==> config.mk <==
export PLATFORM = sky130hd
export DESIGN_NAME = midpoint_circle_generator
export DESIGN_NICKNAME = d
export VERILOG_FILES = /design/src/rtl/mcg_pkg.sv /design/src/rtl/mcg_front.sv /design/src/rtl/mcg_queue.sv /design/src/rtl/mcg_back.sv /design/src/rtl/midpoint_circle_generator.sv
export SDC_FILE = /design/constraint.sdc
export NUM_CORES = 1
export LEC_CHECK = 0
export BUFFER_PORTS_ARGS = -buffer_cell sky130_fd_sc_hd__buf_2
export CAP_MARGIN = 20
export CORE_MARGIN = 10
export CORE_UTILIZATION = 56
export DETAILED_ROUTE_END_ITERATION = 10
export PLACE_DENSITY = 0.74
export SYNTH_ARGS = -nofsm -noshare
export SYNTH_HDL_FRONTEND = slang
export SYNTH_SLANG_ARGS = --single-unit
==> constraint.sdc <==
create_clock -name clk -period 5.02 [get_ports clk]
set_input_delay 0.753 -clock clk [delete_from_list [all_inputs] [get_ports clk]]
set_output_delay 0.753 -clock clk [all_outputs]
set_load 0.005 [all_outputs]
==> src/rtl/mcg_pkg.sv <==
// ----------------------------------------------------------------------------
// mcg_pkg: shared definitions for the midpoint circle generator
// Widths, decision constants, step codes and the step record that runs
// from the front end through the step queue to the point emitter.
// ----------------------------------------------------------------------------
package mcg_pkg;

	localparam int COORD_BITS  = 12;
	localparam int RADIUS_BITS = COORD_BITS - 1;
	localparam int DEC_BITS    = COORD_BITS + 4;
	localparam int OUT_BITS    = COORD_BITS + 1;
	localparam int CMP_BITS    = COORD_BITS + 2;

	localparam int S_TDATA_BITS = ((RADIUS_BITS + 2 * COORD_BITS + 7) / 8) * 8;
	localparam int M_TDATA_BITS = ((2 * OUT_BITS + 7) / 8) * 8;

	localparam int QUEUE_DEPTH = 4;
	localparam int POINTS      = 8;
	localparam int PT_BITS     = $clog2(POINTS);

	localparam logic FUNC_START   = 1'b0;
	localparam logic FUNC_ADVANCE = 1'b1;

	localparam logic [DEC_BITS-1:0] D_INIT    = DEC_BITS'(3);
	localparam logic [DEC_BITS-1:0] D_INC_NEG = DEC_BITS'(6);
	localparam logic [DEC_BITS-1:0] D_INC_POS = DEC_BITS'(10);

	typedef struct packed {
		logic [COORD_BITS-1:0]        x;
		logic [COORD_BITS-1:0]        y;
		logic signed [COORD_BITS-1:0] cx;
		logic signed [COORD_BITS-1:0] cy;
		logic                         done;
	} step_t;

endpackage

==> src/rtl/mcg_front.sv <==
// ----------------------------------------------------------------------------
// mcg_front: command front end
// Accepts start and advance beats, holds the circle state, runs the midpoint
// decision update and pushes one step record per emitting beat.
// ----------------------------------------------------------------------------
module mcg_front (
	input  logic                                 clk,
	input  logic                                 arst_n,
	input  logic                                 s_axis_tvalid,
	output logic                                 s_axis_tready,
	// radius, center_x, center_y, zero fill
	input  logic [mcg_pkg::S_TDATA_BITS-1:0]     s_axis_tdata,
	// func
	input  logic [0:0]                           s_axis_tuser,
	output logic                                 push_valid,
	input  logic                                 push_ready,
	output mcg_pkg::step_t                       push_data
);
	import mcg_pkg::*;

	logic [COORD_BITS-1:0]        x_q, y_q;
	logic [DEC_BITS-1:0]          d_q;
	logic signed [COORD_BITS-1:0] cx_q, cy_q;
	logic                         active_q;

	logic [RADIUS_BITS-1:0]       radius;
	logic signed [COORD_BITS-1:0] in_cx, in_cy;
	logic                         start, accept;
	logic [COORD_BITS-1:0]        cur_x, cur_y, nx, ny;
	logic [DEC_BITS-1:0]          cur_d, d_next, x_ext, y_ext;
	logic signed [COORD_BITS-1:0] cur_cx, cur_cy;
	logic                         neg, done;
	logic [CMP_BITS-1:0]          xp1, ylim;

	assign radius = s_axis_tdata[RADIUS_BITS-1:0];
	assign in_cx  = s_axis_tdata[RADIUS_BITS +: COORD_BITS];
	assign in_cy  = s_axis_tdata[RADIUS_BITS+COORD_BITS +: COORD_BITS];
	assign start  = (s_axis_tuser[0] == FUNC_START);

	assign s_axis_tready = push_ready;
	assign accept        = s_axis_tvalid && s_axis_tready;
	assign push_valid    = accept && (start || active_q);

	always_comb begin
		cur_x  = start ? '0 : x_q;
		cur_y  = start ? COORD_BITS'(radius) : y_q;
		cur_d  = start ? (D_INIT - (DEC_BITS'(radius) << 1)) : d_q;
		cur_cx = start ? in_cx : cx_q;
		cur_cy = start ? in_cy : cy_q;
		neg    = cur_d[DEC_BITS-1];
		x_ext  = DEC_BITS'(cur_x);
		y_ext  = DEC_BITS'(cur_y);
		d_next = neg ? (cur_d + (x_ext << 2) + D_INC_NEG)
		             : (cur_d + ((x_ext - y_ext) << 2) + D_INC_POS);
		nx     = cur_x + COORD_BITS'(1);
		ny     = neg ? cur_y : (cur_y - COORD_BITS'(1));
		xp1    = CMP_BITS'(cur_x) + CMP_BITS'(1);
		ylim   = CMP_BITS'(cur_y) - (neg ? CMP_BITS'(0) : CMP_BITS'(1));
		done   = $signed(xp1) > $signed(ylim);
	end

	assign push_data = '{x: cur_x, y: cur_y, cx: cur_cx, cy: cur_cy, done: done};

	always_ff @(posedge clk or negedge arst_n) begin
		if (!arst_n) begin
			x_q      <= '0;
			y_q      <= '0;
			d_q      <= '0;
			cx_q     <= '0;
			cy_q     <= '0;
			active_q <= 1'b0;
		end else if (push_valid) begin
			x_q      <= nx;
			y_q      <= ny;
			d_q      <= d_next;
			cx_q     <= cur_cx;
			cy_q     <= cur_cy;
			active_q <= !done;
		end
	end

endmodule

==> src/rtl/mcg_queue.sv <==
// ----------------------------------------------------------------------------
// mcg_queue: step record queue
// Short first-in first-out buffer that decouples the front end from the
// point emitter.
// ----------------------------------------------------------------------------
module mcg_queue #(
	parameter int DEPTH = mcg_pkg::QUEUE_DEPTH
) (
	input  logic           clk,
	input  logic           arst_n,
	input  logic           push_valid,
	output logic           push_ready,
	input  mcg_pkg::step_t push_data,
	output logic           pop_valid,
	input  logic           pop_ready,
	output mcg_pkg::step_t pop_data
);
	import mcg_pkg::*;

	localparam int PTR_BITS = (DEPTH > 1) ? $clog2(DEPTH) : 1;
	localparam int CNT_BITS = $clog2(DEPTH + 1);

	step_t               mem_q [DEPTH];
	logic [PTR_BITS-1:0] wr_q, rd_q;
	logic [CNT_BITS-1:0] cnt_q;
	logic                push, pop;

	assign push_ready = (cnt_q != CNT_BITS'(DEPTH));
	assign pop_valid  = (cnt_q != '0);
	assign push       = push_valid && push_ready;
	assign pop        = pop_valid && pop_ready;
	assign pop_data   = mem_q[rd_q];

	always_ff @(posedge clk) begin
		if (push) begin
			mem_q[wr_q] <= push_data;
		end
	end

	always_ff @(posedge clk or negedge arst_n) begin
		if (!arst_n) begin
			wr_q  <= '0;
			rd_q  <= '0;
			cnt_q <= '0;
		end else begin
			if (push) begin
				wr_q <= (wr_q == PTR_BITS'(DEPTH - 1)) ? '0 : wr_q + PTR_BITS'(1);
			end
			if (pop) begin
				rd_q <= (rd_q == PTR_BITS'(DEPTH - 1)) ? '0 : rd_q + PTR_BITS'(1);
			end
			if (push && !pop) begin
				cnt_q <= cnt_q + CNT_BITS'(1);
			end else if (pop && !push) begin
				cnt_q <= cnt_q - CNT_BITS'(1);
			end
		end
	end

endmodule

==> src/rtl/mcg_back.sv <==
// ----------------------------------------------------------------------------
// mcg_back: point emitter
// Walks the eight octant mirrors of the head step record, one point per
// cycle while the output stage is free or its beat is taken, into a registered output stage.
// ----------------------------------------------------------------------------
module mcg_back (
	input  logic                             clk,
	input  logic                             arst_n,
	input  logic                             pop_valid,
	output logic                             pop_ready,
	input  mcg_pkg::step_t                   pop_data,
	output logic                             m_axis_tvalid,
	input  logic                             m_axis_tready,
	// point_x, point_y, zero fill
	output logic [mcg_pkg::M_TDATA_BITS-1:0] m_axis_tdata,
	output logic                             m_axis_tlast,
	// circle_done
	output logic [0:0]                       m_axis_tuser
);
	import mcg_pkg::*;

	logic [PT_BITS-1:0]         k_q;
	logic                       valid_q;
	logic signed [OUT_BITS-1:0] px_q, py_q;
	logic                       last_q, done_q;

	logic                       load, last_pt;
	logic signed [OUT_BITS-1:0] x13, y13, cx13, cy13, ox, oy;

	assign load      = pop_valid && (!valid_q || m_axis_tready);
	assign last_pt   = (k_q == PT_BITS'(POINTS - 1));
	assign pop_ready = load && last_pt;

	always_comb begin
		x13  = OUT_BITS'(pop_data.x);
		y13  = OUT_BITS'(pop_data.y);
		cx13 = OUT_BITS'(pop_data.cx);
		cy13 = OUT_BITS'(pop_data.cy);
		unique case (k_q)
			3'd0:    begin ox = x13;  oy = y13;  end
			3'd1:    begin ox = y13;  oy = x13;  end
			3'd2:    begin ox = y13;  oy = -x13; end
			3'd3:    begin ox = x13;  oy = -y13; end
			3'd4:    begin ox = -x13; oy = -y13; end
			3'd5:    begin ox = -y13; oy = -x13; end
			3'd6:    begin ox = -y13; oy = x13;  end
			default: begin ox = -x13; oy = y13;  end
		endcase
	end

	always_ff @(posedge clk or negedge arst_n) begin
		if (!arst_n) begin
			k_q     <= '0;
			valid_q <= 1'b0;
		end else begin
			if (load) begin
				k_q     <= k_q + PT_BITS'(1);
				valid_q <= 1'b1;
			end else if (m_axis_tready) begin
				valid_q <= 1'b0;
			end
		end
	end

	always_ff @(posedge clk) begin
		if (load) begin
			px_q   <= cx13 + ox;
			py_q   <= cy13 + oy;
			last_q <= last_pt;
			done_q <= pop_data.done;
		end
	end

	assign m_axis_tvalid   = valid_q;
	assign m_axis_tdata    = M_TDATA_BITS'({py_q, px_q});
	assign m_axis_tlast    = last_q;
	assign m_axis_tuser[0] = done_q;

endmodule

==> src/rtl/midpoint_circle_generator.sv <==
// ----------------------------------------------------------------------------
// midpoint_circle_generator: midpoint circle rasterizer
// Usage:
//   s_axis carries commands: tuser[0] = 0 starts a circle from the radius and
//   center in tdata, tuser[0] = 1 advances one step. Each emitting command
//   yields eight points on m_axis in octant order; tlast marks the eighth,
//   tuser[0] flags the step after which the circle is complete.
//   An advance with no circle in progress is consumed and yields nothing;
//   a start always abandons any circle in progress.
// Timing:
//   A command's step record is written into the step queue, and the emitter
//   then registers its first point into the output stage. One point per
//   cycle while m_axis_tready is high, so a steady command stream is paced
//   by the output channel. The step queue holds up to QUEUE_DEPTH pending
//   steps; commands are taken back to back while it has room.
// Reset and stall:
//   arst_n clears the circle state, the queue and the output stage.
//   When m_axis_tready is low the output beat holds, the emitter stops,
//   the queue fills and then s_axis_tready drops.
// ----------------------------------------------------------------------------
module midpoint_circle_generator #(
	parameter int QUEUE_DEPTH = mcg_pkg::QUEUE_DEPTH
) (
	input  logic                             clk,
	input  logic                             arst_n,
	input  logic                             s_axis_tvalid,
	output logic                             s_axis_tready,
	// radius[10:0], center_x[22:11], center_y[34:23], zero fill
	input  logic [mcg_pkg::S_TDATA_BITS-1:0] s_axis_tdata,
	// func
	input  logic [0:0]                       s_axis_tuser,
	output logic                             m_axis_tvalid,
	input  logic                             m_axis_tready,
	// point_x[12:0], point_y[25:13], zero fill
	output logic [mcg_pkg::M_TDATA_BITS-1:0] m_axis_tdata,
	output logic                             m_axis_tlast,
	// circle_done
	output logic [0:0]                       m_axis_tuser
);
	import mcg_pkg::*;

	logic  push_valid, push_ready, pop_valid, pop_ready;
	step_t push_data, pop_data;

	mcg_front u_front (
		.clk           (clk),
		.arst_n        (arst_n),
		.s_axis_tvalid (s_axis_tvalid),
		.s_axis_tready (s_axis_tready),
		.s_axis_tdata  (s_axis_tdata),
		.s_axis_tuser  (s_axis_tuser),
		.push_valid    (push_valid),
		.push_ready    (push_ready),
		.push_data     (push_data)
	);

	mcg_queue #(
		.DEPTH (QUEUE_DEPTH)
	) u_queue (
		.clk        (clk),
		.arst_n     (arst_n),
		.push_valid (push_valid),
		.push_ready (push_ready),
		.push_data  (push_data),
		.pop_valid  (pop_valid),
		.pop_ready  (pop_ready),
		.pop_data   (pop_data)
	);

	mcg_back u_back (
		.clk           (clk),
		.arst_n        (arst_n),
		.pop_valid     (pop_valid),
		.pop_ready     (pop_ready),
		.pop_data      (pop_data),
		.m_axis_tvalid (m_axis_tvalid),
		.m_axis_tready (m_axis_tready),
		.m_axis_tdata  (m_axis_tdata),
		.m_axis_tlast  (m_axis_tlast),
		.m_axis_tuser  (m_axis_tuser)
	);

endmodule

* Word level (Yosys, flattened, before mapping)
Memory sizes are Yosys's and may differ from the RTL's.
Cells that the tools add are included.
** Cells by class
- Bitwise gates (word level) :: 1
- Mux-type cells :: 18
- Magnitude comparators :: 1
- Add/sub/neg operators :: 19
- Reductions and logical operators :: 24
- Eq/ne operators :: 10
** Operators by type and width (count)
- case mux 13 bit (3 select lines) :: 2
- 2-to-1 mux 12 bit :: 5
- 2-to-1 mux 16 bit :: 2
- adder 12 x 13 -> 13 bit :: 2
- negation 12 -> 13 bit :: 2
- adder 16 x 14 -> 16 bit :: 1
- adder 16 bit :: 1
- adder 16 x 3 -> 16 bit, second input constant :: 1
- adder 16 x 4 -> 16 bit, second input constant :: 1
- greater-than comparator 14 bit :: 1
- subtractor 12 x 14 -> 14 bit :: 1
- adder 12 x 1 -> 13 bit, second input constant :: 1
- subtractor 12 x 12 -> 13 bit :: 1
- subtractor 2 x 12 -> 13 bit, first input constant :: 1
- adder 12 x 1 -> 12 bit, second input constant :: 1
- equality test 3 bit, second input constant :: 4
- OR reduction 2 bit :: 6
- subtractor 12 x 1 -> 12 bit, second input constant :: 1
- logical AND 1 bit :: 8
- adder 3 x 1 -> 3 bit, second input constant :: 2
- equality test 3 x 2 -> 1 bit, second input constant :: 2
- 2-to-1 mux 3 bit :: 2
- 2-to-1 mux 1 bit :: 5
- adder 2 x 1 -> 2 bit, second input constant :: 2
- other kinds (11) :: 18
** Storage, ports and cells
- Word-level logic and storage cells :: 89
- Register bits after elaboration :: 104
- RAM bits :: 196
- Input port bits :: 45
- Memories :: 1
- Output and inout bits :: 36
** Memories
- u_queue.mem_q :: words 4, bits a word 49, read ports 1, clocked after Yosys merged registers in 0, write ports 1, line mcg_queue.sv:23 : step_t mem_q [DEPTH];

* Longest topological paths before layout
- Depth after elaboration :: 8
- Mapped depth :: 23
- Gate-level depth less buffers :: 19

* Hierarchy
A second synthesis with hierarchy kept.
** Second synthesis, totals
- Cell total of the unflattened synthesis :: 1482
- Area total of the unflattened synthesis :: 17236.5 µm²
** Modules (own cells, without submodules)
- mcg_queue :: cells each 293, instances 1, seq. area each 6060.8 µm², area an instance 7489.7 µm²
- mcg_front :: cells each 759, instances 1, seq. area each 1601.5 µm², area an instance 6175.9 µm²
- mcg_back :: cells each 430, instances 1, seq. area each 940.9 µm², area an instance 3570.9 µm²

* Least setup slack after synthesis
OpenSTA, ideal clock, no wires.
- Kind :: input port to flip-flop
- Start point :: input s_axis_tuser
- End point :: register u_front.d_q[15]
- Arrival :: 5.536 ns
- Library setup time :: 0.138 ns
- Data required time :: 4.882 ns
- Path slack :: -0.654 ns
- Cell stages on the path :: 23
- Path buffers :: 5
- Path through :: clkbuf_1 -> clkbuf_1 -> clkbuf_1 -> buf_1 -> clkbuf_1 -> and2_1 -> ha_1 -> nor2b_1 -> o21ai_0 -> a21boi_0 -> o211ai_1 -> a21boi_0 -> nor2_1 -> xnor2_1 -> ha_1 -> ha_1 -> o21a_1 -> o31a_1 -> and3_1 -> a21oi_1 -> o311ai_0 -> xnor2_1 -> o221ai_1
** RTL lines
- start: declaration :: line midpoint_circle_generator.sv:31 : input logic [0:0] s_axis_tuser,
- end signal: assignment :: line mcg_front.sv:75 : d_q <= d_next;
- end: declaration :: line mcg_front.sv:22 : logic [DEC_BITS-1:0] d_q;

* Worst setup path in the final report
- Start point :: register u_queue.rd_q[0]
- End point :: register u_back.px_q[12] (data pin)
** On the way
- Word-level cells in the longest chain between the ends :: 4
- Elaborated cells between the ends (all ways) :: 5
- Those cells by class :: add/sub (3); mux (1); memory (1)
** RTL lines
- start: declaration :: line mcg_queue.sv:24 : logic [PTR_BITS-1:0] wr_q, rd_q;
- start signal: assignment :: line mcg_queue.sv:50 : rd_q <= (rd_q == PTR_BITS'(DEPTH - 1)) ? '0 : rd_q + PTR_BITS'(1);
- memory (4 x 49 bit) *
- negation 12 -> 13 bit, on equally long branches
- case mux 13 bit (3 select lines) :: line mcg_back.sv:39 : unique case (k_q)
- adder 12 x 13 -> 13 bit * :: line mcg_back.sv:67 : px_q <= cx13 + ox;
- end signal: assignment :: line mcg_back.sv:67
- end: declaration :: line mcg_back.sv:24 : logic signed [OUT_BITS-1:0] px_q, py_q;
Every way passes the cells marked *; elsewhere a longest branch is shown, timed or not.
A chain may end at the register's enable or synchronous reset.

==> results.json <==
{
  "netlist-cell-type-count": 71,
  "synth_ff_type": "edfxtp_1",
  "worstPathRequired_ps": 5310,
  "synth_area_leaders": "edfxtp_1 40%, dfrtp_1 11%, ha_1 8.8%, mux4_2 5.7%, mux2_2 3.7%",
  "area_growth_pct": 11.89,
  "worst-path-max-fanout": 13,
  "avgSynthCellArea_um2": 12.10,
  "final-hold-violation-count": 0,
  "cts.sinks": 299,
  "syn_inst": 1401,
  "gr-total-overflow": 0,
  "drt_iter0_drc": 883,
  "regToRegSetupSlack_ps": 340,
  "cp_cell_sequence": "mux4_2 -> inv_1 -> ha_1 -> or4b_2 -> or4_1 -> nand2_1 -> xnor2_1 -> a22oi_1 -> o21ai_0 -> ha_1 -> and2_1 -> o21ai_0 -> o21ai_0 -> o41ai_1 -> xnor2_1",
  "finalSetupViolCount": 0,
  "rsz0062_at_grt": "no",
  "netlist_area_mm2": 0.01696,
  "core_area_mm2": 0.02980,
  "critPathArrivalTime_ps": 4970,
  "finalClockSkew_ps": 13.02,
  "status": "finished clean",
  "synth_warnings": 0,
  "post_cts_buffers": 0,
  "start_util": 0.5691,
  "dieWidth_um": 194.0,
  "grt_antenna_before_repair": 0,
  "synth_enable_flop_cells": 224,
  "wirelength_um": 39020,
  "route.detailed.wl_per_inst_um": 20.37,
  "io_pins": 81,
  "ant_nets": 0,
  "crit_cells": 15,
  "synth.most_common_cell": "edfxtp_1",
  "drc": 0,
  "r2r_end": "u_back.px_q[12]$_DFFE_PP_",
  "holdCritPathClass": "input port to async pin",
  "grt_pass1_wl_um": 62580,
  "criticalPathCategory": "flop to flop",
  "ys_seq_area_frac": 0.5074,
  "nNetsFinal": 1672,
  "grt_pass1_vias": 11510,
  "cp_common_cell": "o21ai_0",
  "drv_cap": 0,
  "layout_min_cycle_time_ps": 4683,
  "power.density_mw_per_mm2": 746.2,
  "period_share": 0.9329,
  "crit_buf_inv": 1,
  "cts_resized": 0,
  "path_clk_slew_ps": 60,
  "cp_slowest_cell": "or4b_2",
  "place.port_buffers": 69,
  "gp_congestion": 0.9348,
  "grt.total_usage": 0.2042,
  "ys_ff_latch": 299,
  "r2r_cells": 15,
  "cp_top_family": "simple AND/OR/NAND/NOR gates",
  "yosysTopAreaCell": "edfxtp_1",
  "postCtsHoldBufs": 0,
  "setup_tns_ps": 0,
  "via_per_inst": 5.971,
  "ir_drop_mv": 0.4640,
  "r2r_start": "u_queue.rd_q[0]$_DFFE_PN0P_",
  "numCtsBuffers": 31,
  "dieArea_mm2": 0.03764,
  "htreeDepth": 1,
  "endpoint_kind": "flop",
  "drive_gt1_frac": 0.1835,
  "tightest_slew_ps": 815.7,
  "async_flop_share": 0.2508,
  "rows": 63,
  "synth_common_cells": "224 x edfxtp_1, 119 x ha_1, 103 x nor2_1",
  "root_buffer": "clkbuf_16",
  "slew_viol_final": 0,
  "first_pass_iters": 5,
  "die_h_um": 194.0,
  "critPathMaxStageDelay_ps": 660,
  "cts_max_path_buffers": 3,
  "leakage_nw": 7.683,
  "diodes": 0,
  "insertion_delay_ps": 550,
  "hpwl_um": 28080,
  "cts_tree": "yes",
  "maxSlewHeadroom": 0.4493,
  "max_freq_mhz": 213.5,
  "fin_util": 0.6367,
  "crit_path_end": "u_back.px_q[12]$_DFFE_PP_",
  "vias": 11440,
  "crit_start": "u_queue.rd_q[0]$_DFFE_PN0P_",
  "grt_max_degree": 59,
  "startpoint_type": "flop",
  "synth.top_cell.area_share": 0.3967
}
==> cells by family after synthesis <==
family,after synthesis,share of synthesized area
compound gates,302,0.1127
xor+xnor,92,0.04752
fa+ha+maj,125,0.09489
buf+inv,122,0.02937
flops,299,0.5074
mux,126,0.1160
other cells,1,0.0002212
simple gates,334,0.09194
==> worst min path at each step <==
| stage | to | slack (ps) | cells after the start |
|---|---|---|---|
| final | u_back.k_q[1]$_DFFE_PN0P_ | 190 | 1 |
| after global routing | u_front.cx_q[4]$_DFFE_PN0P_ | 220 | 1 |
| after CTS | u_front.cx_q[4]$_DFFE_PN0P_ | 200 | 1 |
| after detailed placement | u_front.d_q[1]$_DFFE_PN0P_ | 470 | 2 |
| after global placement | u_front.d_q[9]$_DFFE_PN0P_ | 460 | 2 |
| after floorplan | u_front.d_q[3]$_DFFE_PN0P_ | 440 | 2 |
==> report_power, final <==
| part | leakage, nW | switching (mW) | internal, mW | total, mW |
|---|---|---|---|---|
| sequential | 2.99 | 0.325 | 3.81 | 4.14 |
| clock | 0.479 | 0.953 | 1.25 | 2.20 |
| combinational | 4.22 | 4.43 | 3.39 | 7.82 |
| total | 7.68 | 5.71 | 8.45 | 14.2 |
==> flip-flops by register name (all words and copies together) (netlist names) <==
name                  count
u_queue.cnt_q             3
u_front.cy_q             12
u_front.cx_q             12
u_queue.mem_q           196
u_queue.rd_q              2
u_back.m_axis_tvalid      1
u_front.x_q              12
u_front.active_q          1
u_back.m_axis_tlast       1
u_back.k_q                3
u_front.y_q              12
u_back.px_q              13
u_queue.wr_q              2
u_front.d_q              15
u_back.m_axis_tuser       1
u_back.py_q              13
==> area by class of cell <==
type	count	area [um2]
clock buffer	37	798.3
clock inverter	20	175.2
fill	2289	10820
inverter	65	244.0
multi-input combinational	985	7903
sequential	299	8608
tap	390	488.0
timing repair buffer	120	755.7
==> placed cells by master, fill, tap and decap left out, drive strengths merged, types with 10 or more instances in the layout <==
master / netlist / final
or3: 20 / 20
ha: 119 / 119
a21o: 26 / 26
nand3: 16 / 16
mux4: 49 / 49
mux2: 56 / 56
buf: 20 / 120
xnor2: 63 / 63
o21ai: 92 / 92
mux2i: 21 / 21
dfrtp: 75 / 75
o21a: 21 / 21
clkbuf: 37 / 37
nand2b: 11 / 11
a211oi: 10 / 10
xor2: 29 / 29
clkinv: 1 / 14
a21oi: 66 / 66
nor2: 103 / 103
nor3: 25 / 25
inv: 64 / 69
nand2: 101 / 101
a22oi: 13 / 13
edfxtp: 224 / 224
nand4: 12 / 12
a31oi: 17 / 17
and2: 11 / 11
==> metrics by stage <==
step	worst slack, ps	area [um2]	hold WS [ps]	total power [mW]	std cells
5_1_grt	34.26	18970	220.0	15.31	1916
3_5_place_dp	14.26	18000	471.4	11.96	1859
2_1_floorplan	8.985	16990	444.4	9.949	1406
4_1_cts	350.1	18970	200.7	14.21	1916
3_3_place_gp	127.4	18000	463.6	11.74	1859
6_report	336.8	18970	192.8	14.16	1916
==> layer usage <==
layer | part of all wire | global-route usage | vias up | wire [um]
met4 | 0.028 | 0.06388 | 0 | 1106
met3 | 0.050 | 0.02472 | 66 | 1952
li1 | - | - | 5472 | -
met2 | 0.50 | 0.3543 | 291 | 19620
met1 | 0.42 | 0.2612 | 5611 | 16340
met5 | 0 | 0 | - | 0
No activity file was read; power rests on OpenSTA's default activity.
